## src/edge_offset_round_join_core_defines.svh

```systemverilog
// ----------------------------------------------------------------------------
// Edge offset round join: shared assertion macros
// Clocked checks with a synchronous active-high reset as the disable.
// ----------------------------------------------------------------------------
`ifndef EDGE_OFFSET_ROUND_JOIN_CORE_DEFINES_SVH
`define EDGE_OFFSET_ROUND_JOIN_CORE_DEFINES_SVH

// same-cycle implication
`define EORJ_ASSERT_NOW(lbl, clk, rst, ante, cons, msg) \
   lbl: assert property (@(posedge clk) disable iff (rst) (ante) |-> (cons)) \
      else $error(msg);

// next-cycle implication
`define EORJ_ASSERT_NEXT(lbl, clk, rst, ante, cons, msg) \
   lbl: assert property (@(posedge clk) disable iff (rst) (ante) |=> (cons)) \
      else $error(msg);

`endif

```

## src/eorj_pkg.sv

```systemverilog
// ----------------------------------------------------------------------------
// Edge offset round join package
// Shared widths, angle constants, arctangent table and queue entry type.
// ----------------------------------------------------------------------------
`timescale 1ns / 1ps

package eorj_pkg;

   localparam int COORD_WIDTH_DEF  = 32;
   localparam int CORDIC_STEPS_DEF = 24;

   localparam int DIFF_W = 33;   // vertex difference
   localparam int VEC_W  = 45;   // vectoring datapath
   localparam int SC_W   = 34;   // sine/cosine datapath
   localparam int MUL_W  = 66;   // offset times Q30 product
   localparam int SUM_W  = 38;   // shifted coordinate before saturation
   localparam int DIV_STEPS = 33;

   localparam logic [31:0] HALF_TURN    = 32'h8000_0000;
   localparam logic [31:0] QUARTER_TURN = 32'h4000_0000;
   localparam logic signed [SC_W-1:0] CORDIC_KQ30 = 34'sd652032874;

   localparam logic [31:0] ATAN_TAB [0:31] = '{
      32'd536870912, 32'd316933406, 32'd167458907, 32'd85004756,
      32'd42667331,  32'd21354465,  32'd10679838,  32'd5340245,
      32'd2670163,   32'd1335087,   32'd667544,    32'd333772,
      32'd166886,    32'd83443,     32'd41722,     32'd20861,
      32'd10430,     32'd5215,      32'd2608,      32'd1304,
      32'd652,       32'd326,       32'd163,       32'd81,
      32'd41,        32'd20,        32'd10,        32'd5,
      32'd3,         32'd1,         32'd1,         32'd0};

   localparam logic CSR_IDX_OFFSET   = 1'b0;
   localparam logic CSR_IDX_SEGMENTS = 1'b1;

   typedef struct packed {
      logic signed [31:0]       fx;
      logic signed [31:0]       fy;
      logic signed [31:0]       cx;
      logic signed [31:0]       cy;
      logic signed [DIFF_W-1:0] dx;
      logic signed [DIFF_W-1:0] dy;
      logic signed [DIFF_W-1:0] ndx;
      logic signed [DIFF_W-1:0] ndy;
      logic                     degen;
   } entry_type;

endpackage

```

## src/eorj_front.sv

```systemverilog
// ----------------------------------------------------------------------------
// Edge offset round join: front end
// Accepts vertex triples, forms edge vectors and flags zero-length edges.
// ----------------------------------------------------------------------------
`timescale 1ns / 1ps

module eorj_front (
   input  logic                 clock,
   input  logic                 reset,
   input  logic                 req_valid,
   output logic                 req_ready,
   input  logic signed [31:0]   req_first_x,
   input  logic signed [31:0]   req_first_y,
   input  logic signed [31:0]   req_corner_x,
   input  logic signed [31:0]   req_corner_y,
   input  logic signed [31:0]   req_following_x,
   input  logic signed [31:0]   req_following_y,
   output logic                 push_valid,
   input  logic                 push_ready,
   output eorj_pkg::entry_type  push_data
);
   import eorj_pkg::*;

   logic      stage_valid_ff, stage_valid_in;
   entry_type entry_ff, entry_in;
   entry_type fresh;
   logic      req_take;

   always_comb begin
      fresh.fx  = req_first_x;
      fresh.fy  = req_first_y;
      fresh.cx  = req_corner_x;
      fresh.cy  = req_corner_y;
      fresh.dx  = DIFF_W'(req_corner_x) - DIFF_W'(req_first_x);
      fresh.dy  = DIFF_W'(req_corner_y) - DIFF_W'(req_first_y);
      fresh.ndx = DIFF_W'(req_following_x) - DIFF_W'(req_corner_x);
      fresh.ndy = DIFF_W'(req_following_y) - DIFF_W'(req_corner_y);
      fresh.degen = ((fresh.dx == '0) && (fresh.dy == '0)) ||
                    ((fresh.ndx == '0) && (fresh.ndy == '0));
   end

   assign req_ready  = !stage_valid_ff || push_ready;
   assign req_take   = req_valid && req_ready;
   assign push_valid = stage_valid_ff;
   assign push_data  = entry_ff;

   always_comb begin
      stage_valid_in = stage_valid_ff;
      entry_in       = entry_ff;
      if (req_take) begin
         stage_valid_in = 1'b1;
         entry_in       = fresh;
      end else if (push_ready) begin
         stage_valid_in = 1'b0;
      end
   end

   always_ff @(posedge clock) begin
      if (reset) begin
         stage_valid_ff <= 1'b0;
      end else begin
         stage_valid_ff <= stage_valid_in;
      end
      entry_ff <= entry_in;
   end

endmodule

```

## config.mk

```make
export PLATFORM = sky130hd
export DESIGN_NAME = eorj_front
export DESIGN_NICKNAME = d
export VERILOG_FILES = /design/src/edge_offset_round_join_core_defines.svh /design/src/eorj_pkg.sv /design/src/eorj_front.sv
export SDC_FILE = /design/constraint.sdc
export NUM_CORES = 1
export LEC_CHECK = 0
export CAP_MARGIN = 25
export CORE_MARGIN = 1.5
export CORE_UTILIZATION = 30
export DETAILED_ROUTE_END_ITERATION = 12
export DONT_BUFFER_PORTS = 1
export GPL_ROUTABILITY_DRIVEN = 0
export PLACE_DENSITY = 0.52
export SYNTH_ARGS = -nofsm -noshare
export SYNTH_HDL_FRONTEND = slang
export SYNTH_SLANG_ARGS = --single-unit
```

## constraint.sdc

```tcl
create_clock -name clock -period 8.5 [get_ports clock]
set_input_delay 0.425 -clock clock [delete_from_list [all_inputs] [get_ports clock]]
set_output_delay 0.425 -clock clock [all_outputs]
set_load 0.02 [all_outputs]
```

## Word-level counts from Yosys, hierarchy flattened

Cells that the tools add are included.

| cells by class | value |
|---|---|
| muxes and demuxes | 2 |
| reductions and logical operators | 11 |
| add/sub/neg operators | 4 |

Operator list:

| cell | count |
|---|---|
| logical NOT 33 bit | 4 |
| subtractor 32 x 32 -> 33 bit | 4 |
| logical AND 1 bit | 3 |
| logical OR 1 bit | 2 |
| 2-to-1 mux 1 bit | 2 |
| nonzero test 2 bit | 1 |
| logical NOT 1 bit | 1 |

| storage, ports and cells | value |
|---|---|
| logic and storage cells | 27 |
| flip-flop bits (word level) | 262 |
| output and inout bits | 263 |
| input port bits | 196 |

## Logic depth before layout (Yosys ltp)

| depth | value |
|---|---|
| depth in word-level cells | 4 |
| depth in mapped cells | 14 |
| gate-level depth less buffers | 14 |

## Worst setup path before layout

No wires, ideal clock.

| timing path | value |
|---|---|
| path type | input to register |
| start point | input port push_ready |
| end point | register entry_ff (netlist bit push_data[0]) (enable) |
| library setup time | 0.654 ns |
| arrival | 6.648 ns |
| setup slack | 1.198 ns |
| required time | 7.846 ns |
| stages | 2 |
| path buffers | 0 |
| path through | nand2b_1 and2_1 |

| on the way | value |
|---|---|
| cells in the longest elaborated chain, start to end | 2 |

RTL lines:

| element | line | RTL |
|---|---|---|
| from (decl) | eorj_front.sv:19 | `input logic push_ready,` |
| logical OR 1 bit | eorj_front.sv:42 | `assign req_ready = !stage_valid_ff \|\| push_ready;` |
| logical AND 1 bit | eorj_front.sv:43 | `assign req_take = req_valid && req_ready;` |
| net req_take | eorj_front.sv:27 | `logic req_take;` |
| to (signal assigned) | eorj_front.sv:64 | `entry_ff <= entry_in;` |
| to (decl) | eorj_front.sv:25 | `entry_type entry_ff, entry_in;` |

The timed path passes the listed nets, and every way through them passes these cells.
A chain may end at the register's enable or synchronous reset.

==> results_dict.tcl <==
set metrics [dict create \
    dpl.hpwl_um 44400 \
    fin_crit_sh 0.500 \
    crit_arrival_ns 4.68 \
    fin_ws_ns 4.25 \
    outcome "completed" \
    hold_path.class "primary input to register" \
    cts_tree "built" \
    dp_slack_ns 3.59 \
    rsz0062_at_grt "no" \
    synth_flop_cell "edfxtp_1" \
    netlist_top_cells_area "edfxtp_1 49%, ha_1 10%, a21oi_1 4.2%" \
    drive_above_1_share 0.0475 \
    grt_pass1_wl_um 78200 \
    hold_viol 0 \
    async_reset_ff_frac 0 \
    ios 459 \
    drv_slew 0 \
    die_y_um 234 \
    synth_area_leader_cell "edfxtp_1" \
    insertion_delay_ns 0.59 \
    ant_nets 0 \
    fmax_mhz 235 \
    syn-num-nets 1842 \
    drc_errors 0 \
    utilization 0.364 \
    ys_types 86 \
    crit_type "primary input to register" \
    dieArea_um2 54600 \
    period_needed_ns 4.25 \
    ir_worst_vdd_mv 0.166 \
    worstSetupEndpointType "register" \
    synth-edff-count 261 \
    drtIter0Drc 705 \
    core.rowCount 84 \
    avgViaCountPerCell 5.26 \
    clk_pin_slew_ns 0.06 \
    synth_cells 1514 \
    die_x_um 234 \
    cts.sinks 262 \
    clock_skew_ns 0.0301 \
    cts-root-buf "clkbuf_16" \
    cap_violations 0 \
    cts_resized 0 \
    ys_ff_latch 262 \
    tightest_slew_ns 0.983 \
    cts_buffers 30 \
    grt_overflow_total 0 \
    grt_pass1_vias 12100 \
    cp_max_fo 5 \
    wirelength_um 55700 \
    start_util 0.304 \
    synth_warnings 0 \
    synthToLayoutAreaGrowth_pct 19.8 \
    synth.avg_cell_area_um2 10.5 \
    n_fill_cell 5205 \
    vias 12400 \
    antenna_found_initial 11 \
    fin_nets 1968 \
    crit_path_start_kind "primary input" \
    grt_max_degree 138 \
    cellPowerDensity_nw_per_um2 216 \
    yosysSeqAreaShare 0.492 \
    core-area_um2 52600 \
    cts_max_path_buffers 3 \
    setup_viol_count_final 0 \
    leakage_nw 7.58 \
    tns_ns 0 \
    grt_usage 0.194 \
    crit_required_ns 8.93 \
    io_buffers 0 \
    first_pass_iters 5 \
    synth_top_area_frac 0.491 \
    cts_max_level 1 \
    wire_per_inst_um 23.7 \
    relSlewSlack 0.328 \
    syn_area_um2 16000 \
]
-- flip-flops by register name (all words and copies together), names as in the netlist --
| name | cells |
|---|---|
| push_data | 261 |
| push_valid | 1 |
-- power by group --
part | switching [mW] | total [mW] | leakage (nW) | internal (mW)
clock network | 0.557 | 1.45 | 0.529 | 0.890
logic | 0.542 | 0.854 | 4.52 | 0.312
registers | 0.220 | 1.82 | 2.53 | 1.60
total | 1.32 | 4.13 | 7.58 | 2.81
-- what timing repair did --
item,4_1_cts,5_1_grt
buffers inserted,0,0
endpoints found under the hold margin,129,0
hold buffers,130,0
-- final cells by class --
type                            count  area, um^2  area share
Antenna cell                        1        2.50    0.000131
Clock buffer                       33         762      0.0399
Clock inverter                     22         333      0.0174
Inverter                          163         612      0.0320
Multi-Input combinational cell   1049        7340       0.384
Sequential cell                   262        7860       0.411
Tap cell                          688         861      0.0450
Timing Repair Buffer              134        1340      0.0703
-- worst max-delay path, stage by stage --
cell	delay (ns)
inv_1	0.03
ha_1	0.37
o211ai_1	0.11
a21oi_1	0.33
o21ai_0	0.36
a21boi_0	0.80
o22ai_1	0.17
or4_1	0.41
or4b_1	0.55
nor4_2	0.35
nand4_1	0.29
nor4b_2	0.28
a41o_1	0.19
-- per-layer routing --
| metal | track usage | share of wire | wire, um |
|---|---|---|---|
| met5 | 0 | 0.0014 | 77 |
| met2 | 0.332 | 0.48 | 26900 |
| met1 | 0.244 | 0.43 | 23800 |
| met4 | 0.0445 | 0.019 | 1070 |
| met3 | 0.0476 | 0.070 | 3900 |
-- logic make-up (layout without fill, tap and decap cells) --
group,after synthesis,in the layout,synth area share
adders and majority gates,132,132,0.105
xor gates and xnor gates,102,102,0.0560
DFF,262,262,0.492
other,0,1,0
and+or+nand+nor,410,410,0.133
buffers and inverters,203,352,0.0478
AOI/OAI and AO/OA,402,402,0.164
muxes,3,3,0.00196
-- layout by cell type, fill, tap and decap left out, types with 19 or more instances in the layout --
| cell | count |
|---|---|
| edfxtp_1 | 261 |
| dlygate4sd3_1 | 130 |
| xor2_1 | 38 |
| nand2_1 | 95 |
| nor3_1 | 33 |
| xnor2_1 | 64 |
| clkbuf_16 | 30 |
| ha_1 | 128 |
| nand3_1 | 30 |
| o21ai_0 | 83 |
| nand4_1 | 25 |
| nand2b_1 | 19 |
| nor2_1 | 92 |
| a21o_1 | 37 |
| a21oi_1 | 134 |
| inv_1 | 163 |
-- cell usage after synthesis, drive strengths merged (15+ instances only) --
library cell and count:
nor3 34, ha 128, a21o 37, and2 15, inv 163, nor2 92
nand4 25, clkbuf 40, o21ai 86, a21oi 135, o21a 16, edfxtp 261
nor2b 16, xor2 38, or4 15, nand2 96, nand2b 19, xnor2 64
nand3 30
-- path summary, 6_finish.rpt --
path	depth (start not counted)	to	start	slack (ns)
hold / removal	2	push_data[34]$_DFFE_PP_	req_corner_x[0]	0.16
setup / recovery	13	push_data[0]$_DFFE_PP_	req_first_x[4]	4.25
hold reg to reg	3	push_valid$_SDFFE_PP0P_	push_valid$_SDFFE_PP0P_	1.39
setup reg to reg	3	push_data[83]$_DFFE_PP_	push_valid$_SDFFE_PP0P_	5.73
-- through the flow --
step	instances	cell area [um^2]	hold WS (ns)	total power [mW]
2_1_floorplan	1514	16000	0.494	2.37
3_3_place_gp	2166	16700	0.506	2.66
3_5_place_dp	2166	16700	0.498	2.66
4_1_cts	2351	19100	0.113	4.18
5_1_grt	2352	19100	0.128	4.31
6_report	2352	19100	0.156	4.13
No activity file was read; power rests on OpenSTA's default activity.
