**src/edge_offset_round_join_core_defines.svh**
```systemverilog
// ----------------------------------------------------------------------------
// Edge offset round join: shared assertion macros
// Clocked checks with a synchronous active-high reset as the disable.
// ----------------------------------------------------------------------------
`ifndef EDGE_OFFSET_ROUND_JOIN_CORE_DEFINES_SVH
`define EDGE_OFFSET_ROUND_JOIN_CORE_DEFINES_SVH

// same-cycle implication
`define EORJ_ASSERT_NOW(lbl, clk, rst, ante, cons, msg) \
   lbl: assert property (@(posedge clk) disable iff (rst) (ante) |-> (cons)) \
      else $error(msg);

// next-cycle implication
`define EORJ_ASSERT_NEXT(lbl, clk, rst, ante, cons, msg) \
   lbl: assert property (@(posedge clk) disable iff (rst) (ante) |=> (cons)) \
      else $error(msg);

`endif

```
**src/eorj_pkg.sv**
```systemverilog
// ----------------------------------------------------------------------------
// Edge offset round join package
// Shared widths, angle constants, arctangent table and queue entry type.
// ----------------------------------------------------------------------------
`timescale 1ns / 1ps

package eorj_pkg;

   localparam int COORD_WIDTH_DEF  = 32;
   localparam int CORDIC_STEPS_DEF = 24;

   localparam int DIFF_W = 33;   // vertex difference
   localparam int VEC_W  = 45;   // vectoring datapath
   localparam int SC_W   = 34;   // sine/cosine datapath
   localparam int MUL_W  = 66;   // offset times Q30 product
   localparam int SUM_W  = 38;   // shifted coordinate before saturation
   localparam int DIV_STEPS = 33;

   localparam logic [31:0] HALF_TURN    = 32'h8000_0000;
   localparam logic [31:0] QUARTER_TURN = 32'h4000_0000;
   localparam logic signed [SC_W-1:0] CORDIC_KQ30 = 34'sd652032874;

   localparam logic [31:0] ATAN_TAB [0:31] = '{
      32'd536870912, 32'd316933406, 32'd167458907, 32'd85004756,
      32'd42667331,  32'd21354465,  32'd10679838,  32'd5340245,
      32'd2670163,   32'd1335087,   32'd667544,    32'd333772,
      32'd166886,    32'd83443,     32'd41722,     32'd20861,
      32'd10430,     32'd5215,      32'd2608,      32'd1304,
      32'd652,       32'd326,       32'd163,       32'd81,
      32'd41,        32'd20,        32'd10,        32'd5,
      32'd3,         32'd1,         32'd1,         32'd0};

   localparam logic CSR_IDX_OFFSET   = 1'b0;
   localparam logic CSR_IDX_SEGMENTS = 1'b1;

   typedef struct packed {
      logic signed [31:0]       fx;
      logic signed [31:0]       fy;
      logic signed [31:0]       cx;
      logic signed [31:0]       cy;
      logic signed [DIFF_W-1:0] dx;
      logic signed [DIFF_W-1:0] dy;
      logic signed [DIFF_W-1:0] ndx;
      logic signed [DIFF_W-1:0] ndy;
      logic                     degen;
   } entry_type;

endpackage

```
**src/eorj_queue.sv**
```systemverilog
// ----------------------------------------------------------------------------
// Edge offset round join: decoupling queue
// Two-entry queue between the front end and the point generator.
// ----------------------------------------------------------------------------
`timescale 1ns / 1ps

module eorj_queue (
   input  logic                 clock,
   input  logic                 reset,
   input  logic                 push_valid,
   output logic                 push_ready,
   input  eorj_pkg::entry_type  push_data,
   output logic                 pop_valid,
   input  logic                 pop_ready,
   output eorj_pkg::entry_type  pop_data
);
   import eorj_pkg::*;

   localparam int DEPTH = 2;

   entry_type  slot_ff [0:DEPTH-1];
   logic       wr_ptr_ff, wr_ptr_in;
   logic       rd_ptr_ff, rd_ptr_in;
   logic [1:0] count_ff, count_in;
   logic       do_push, do_pop;

   assign push_ready = (count_ff != 2'(DEPTH));
   assign pop_valid  = (count_ff != 2'd0);
   assign pop_data   = slot_ff[rd_ptr_ff];
   assign do_push    = push_valid && push_ready;
   assign do_pop     = pop_valid && pop_ready;

   always_comb begin
      wr_ptr_in = do_push ? ~wr_ptr_ff : wr_ptr_ff;
      rd_ptr_in = do_pop  ? ~rd_ptr_ff : rd_ptr_ff;
      count_in  = count_ff;
      if (do_push && !do_pop) begin
         count_in = count_ff + 2'd1;
      end else if (do_pop && !do_push) begin
         count_in = count_ff - 2'd1;
      end
   end

   always_ff @(posedge clock) begin
      if (reset) begin
         wr_ptr_ff <= 1'b0;
         rd_ptr_ff <= 1'b0;
         count_ff  <= 2'd0;
      end else begin
         wr_ptr_ff <= wr_ptr_in;
         rd_ptr_ff <= rd_ptr_in;
         count_ff  <= count_in;
      end
      if (do_push) begin
         slot_ff[wr_ptr_ff] <= push_data;
      end
   end

endmodule

```
**config.mk**
```make
export PLATFORM = sky130hd
export DESIGN_NAME = eorj_queue
export DESIGN_NICKNAME = d
export VERILOG_FILES = /design/src/edge_offset_round_join_core_defines.svh /design/src/eorj_pkg.sv /design/src/eorj_queue.sv
export SDC_FILE = /design/constraint.sdc
export NUM_CORES = 1
export LEC_CHECK = 0
export BUFFER_PORTS_ARGS = -buffer_cell sky130_fd_sc_hd__buf_4
export CORE_UTILIZATION = 47
export DETAILED_ROUTE_END_ITERATION = 10
export PLACE_DENSITY = 0.75
export SYNTH_ARGS = -nofsm -noshare
export SYNTH_HDL_FRONTEND = slang
export SYNTH_SLANG_ARGS = --single-unit
export TNS_END_PERCENT = 30
```
**constraint.sdc**
```tcl
create_clock -name clock -period 8.6 [get_ports clock]
set_clock_uncertainty 0.2 [all_clocks]
set_input_delay 2.15 -clock clock [delete_from_list [all_inputs] [get_ports clock]]
set_output_delay 2.15 -clock clock [all_outputs]
set_load 0.005 [all_outputs]
```
# After elaboration in Yosys (flattened, before gate mapping)
# Memories as Yosys holds them, arrays and structs flattened. A register that Yosys moved wholly into a read port is not among the register bits.
# Cells that the tools add are included.
[totals]
register_bits = 4
ram_bits = 522
inputBits = 265
output_inout_bits = 263
word_cells = 23
n_memories = 1
[classes]
addsub = 2
n_eq_ne = 1
mux = 6
n_bitwise = 2
n_reduce_logical = 8
[mem_list]
columns = ["memory", "depth", "word_bits", "rd", "rd_ports_with_merged_regs", "wr", "line", "source"]
rows = [
  ["slot_ff", 2, 261, 1, 1, 1, "eorj_queue.sv:21", "entry_type slot_ff [0:DEPTH-1];"],
]
[op_table]
columns = ["op", "n"]
rows = [
  ["$logic_and 1x1->1", 4],
  ["$mux 1", 4],
  ["$mux 2", 2],
  ["$reduce_bool 2->1", 2],
  ["$add 2x1->2 const B", 1],
  ["$logic_not 1->1", 2],
  ["$ne 2x2->1 const B", 1],
  ["$not 1->1", 2],
  ["$sub 2x1->2 const B", 1],
]

# Logic depth before layout (Yosys ltp)
[depth]
ltp_word = 6
ltp_mapped = 6
depth_no_buf = 6

# Worst setup path after synthesis
# No wires, ideal clock.
[synth_path]
kind = "input -> register"
startpoint = "in push_valid"
endpoint = "mem slot_ff[1][0] (netlist bit), enable pin"
setup_ns = 0.657
t_arrival_ns = 8.144
required_ns = 7.743
path_slack_ns = -0.400
cell_stages = 1
path_buffers = 0
cell_sequence = "and3_1"
[synth_between]
elab_chain_len = 3
[synth_rtl]
columns = ["element", "line", "source"]
rows = [
  ["from (decl)", "eorj_queue.sv:10", "input logic push_valid,"],
  ["$logic_and 1x1->1", "eorj_queue.sv:30", "assign do_push = push_valid && push_ready;"],
  ["$mux 1", "eorj_queue.sv:54", "if (do_push) begin"],
  ["$mux 1 (implied by the code)", "eorj_queue.sv:55", "slot_ff[wr_ptr_ff] <= push_data;"],
  ["to (decl)", "eorj_queue.sv:21", ""],
]
# Every way passes these cells.

==> results.yml <==
outcome:
  status: "completed"
critical_path:
  critPathKind: "reg2out"
  startpoint_type: "flip-flop"
  r2r-start: "count_ff[0]"
  cp_slowest_cell: "dfxtp_4"
  r2r_slack_ns: 5.63
  path_delay_family: "flip-flops"
  end_kind: "output pin"
  worstPathMaxFanout: 110
  path_cells: "buf_12 > mux2_4 > buf_4"
  cpPeakStageDelay_ns: 0.88
  cp.arrival_ns: 2.79
  worst-path-buf-inv: 2
  required_ns: 6.25
drt:
  route.met2.wl_mm: 22.1
  drt_iter0_markers: 464
  dr.pass1.iters: 4
  top_layer: "met5"
  met1Wirelength_mm: 15.3
  routed_wl_mm: 42.1
  wl_met3_mm: 3.56
  drc: 0
  viasPerCell: 4.94
  ant_nets: 0
  dr_total_vias: 9714
  wl_per_cell_um: 21.4
layout:
  layout.nets: 1659
  fin_area_um2: 25800
  area_growth_pct: 30.3
  final_util_pct: 62.7
  fillers: 2827
  finalNonFillerCells: 1965
  drive_gt1_share_pct: 60.7
yosys:
  synth_xor_area_share_pct: 0.132
  syn_area_per_cell_um2: 23.7
  yosysWarnings: 0
  synth.distinct_cells: 19
  synth_fa_ha_area_share_pct: 0.0631
  synth_fp_nets: 1102
  ys_seq_area_share_pct: 79.5
  synth_area_leaders: "edfxtp_1 79%, mux2_4 14%, mux2_2 4.0%"
  synthSimpleGateAreaFrac_pct: 0.252
  ys_ff_latch: 527
  synthCells: 836
  synth_top_area_share_pct: 79.0
  netlist_area_um2: 19800
  synth-compound-area-share_pct: 0.151
  yosys-mux-area-fraction_pct: 18.4
  synth_top_area_cell: "edfxtp_1"
  synth_top_family_by_area: "multiplexers"
die:
  die_x_um: 207
  core_um2: 41200
  ios: 528
  die_area_um2: 43000
  die_height_um: 207
  row_count: 74
  initial_core_util_pct: 48.1
clock_network:
  cts_num_sinks: 527
  clockBufferDepth: 3
  cts_resized: 0
  numCtsBuffers: 52
  insertion_delay_ns: 0.57
  cts_hold_buf: 0
  post_cts.repair.setup_buffers: 0
  htreeDepth: 2
  clkSlewWorstSetupHoldPaths_ns: 0.06
  clockRootBuffer: "clkbuf_16"
  cts_tree: "yes"
grt:
  grt_usage_pct: 19.2
  antenna_found_initial: 5
  gr-total-overflow: 0
  grt_pass1_wl_mm: 61.3
  grt_pass1_vias: 10200
  grt_start_max_net_pins: 183
sta:
  finalCritPeriodShare_pct: 59.8
  setup_tns_ns: 0
  min_period_ns: 5.14
  max_clock_freq_mhz: 195
  worst_pin_slew_ns: 1.14
  slew_viol_final: 0
  report.final.hold_viol_count: 0
  rsz0062_at_grt: "no"
  finalSetupViolations: 0
  slew_headroom_pct: 24.0
placement:
  dp.cells: 1871
  dp_hpwl_mm: 28.7
  gp_congestion: 0.789
  dpl-instance-area_um2: 24300
  port_buffers: 527
power_and_ir_drop:
  intPower_mw: 5.55
  p_per_area_nw_per_um2: 285
  vdd_drop_max_mv: 0.281
  swShare_pct: 24.6
  seqPwrFrac_pct: 45.3
  clockPowerShare_pct: 28.3
  power_mw: 7.36
  power.leakage_nw: 9.93
  power_switching_mw: 1.81
  power_frac_comb_pct: 26.4
hold_path:
  holdCritStartpoint: "rd_ptr_ff"
  hp-class: "reg2reg"
job:
  maxCapViolCount: 0
-- sequential cells by signal, summed over array words and instances (netlist names), named ones only --
signal and cells:
wr_ptr_ff 1, count_ff 2, slot_ff 522, rd_ptr_ff 1
-- cell usage in the layout, fill, tap and decap left out, types with 2 or more instances in the layout --
cell type   Yosys  final
edfxtp_1      522    522
clkbuf_8        0      2
nor2_1          3      3
buf_4           0    528
diode_2         0      4
clkinv_2        0     11
mux2_2         71     71
a21oi_1         2      2
xor2_1          3      3
clkbuf_1        0     10
o21ai_0         2      2
bufinv_16       0      2
mux2_4        190    190
clkinvlp_4      0      2
dfxtp_1         5      4
buf_12          0      4
clkbuf_16       0     53
clkinv_1        0     10
-- kinds of logic (layout without fill, tap and decap cells) --
group | after synthesis | count (layout)
mux | 261 | 261
xor+xnor | 3 | 3
fa+ha+maj | 1 | 1
simple gates | 9 | 9
other cells | 0 | 4
buf+inv | 30 | 623
flops | 527 | 527
compound gates | 5 | 5
-- power by group through the flow --
| stage | logic (mW) | clock network, mW | registers, mW |
|---|---|---|---|
| CTS | 1.97 | 2.13 | 3.34 |
| detailed placement | 1.96 | 0 | 3.39 |
| floorplan | 1.12 | 0 | 3.39 |
| global route | 2.05 | 2.23 | 3.36 |
| finish | 1.94 | 2.08 | 3.33 |
| global placement | 1.95 | 0 | 3.37 |
-- tightest hold or removal path, stage by stage (launching register included) --
cell	delay, ns
dfxtp_1	0.33
xor2_1	0.08
nor2_1	0.07
-- path summary, 6_finish.rpt --
check / depth (start not counted) / to
max reg2reg: 4 / slot_ff[0][231]
min: 2 / flip-flop
min reg2reg: 2 / flip-flop
max: 3 / pop_data[206]
-- cell type report --
class                   count  area (um^2)  share of cell area, %
clock buffers              65         1390                   5.38
repair buffers            532         4040                   15.6
multi-input cells         279         3780                   14.6
flip-flops and latches    527        15800                   61.1
diodes                      4         10.0                 0.0387
well taps                 532          666                   2.58
inverters                   1         11.3                 0.0436
clock inverters            25          168                  0.649
-- per-layer routing --
metal | vias up | track usage (%)
li1 | 4449 | -
met1 | 4807 | 20.7
met2 | 386 | 34.0
met3 | 70 | 6.57
met4 | 2 | 8.23
met5 | - | 0
-- through the flow --
step                hold slack, ns  setup WS [ns]
finish                       0.314           3.46
global route                 0.354           3.32
CTS                          0.311           3.38
detailed placement           0.290           4.02
global placement             0.286           4.05
floorplan                    0.271          0.502
-- Yosys cell counts --
cell / count
dfxtp_1: 5
edfxtp_1: 522
nand3b_1: 1
mux2_4: 190
mux2_2: 71
and3_1: 1
nor2_1: 3
buf_6: 22
xor2_1: 3
a21oi_1: 2
or2_2: 1
o21ai_0: 2
a21bo_2: 1
inv_1: 1
or3_1: 1
ha_1: 1
and2_1: 1
nand2b_1: 1
buf_2: 7
Note: power is estimated with default switching activity, not from simulation.
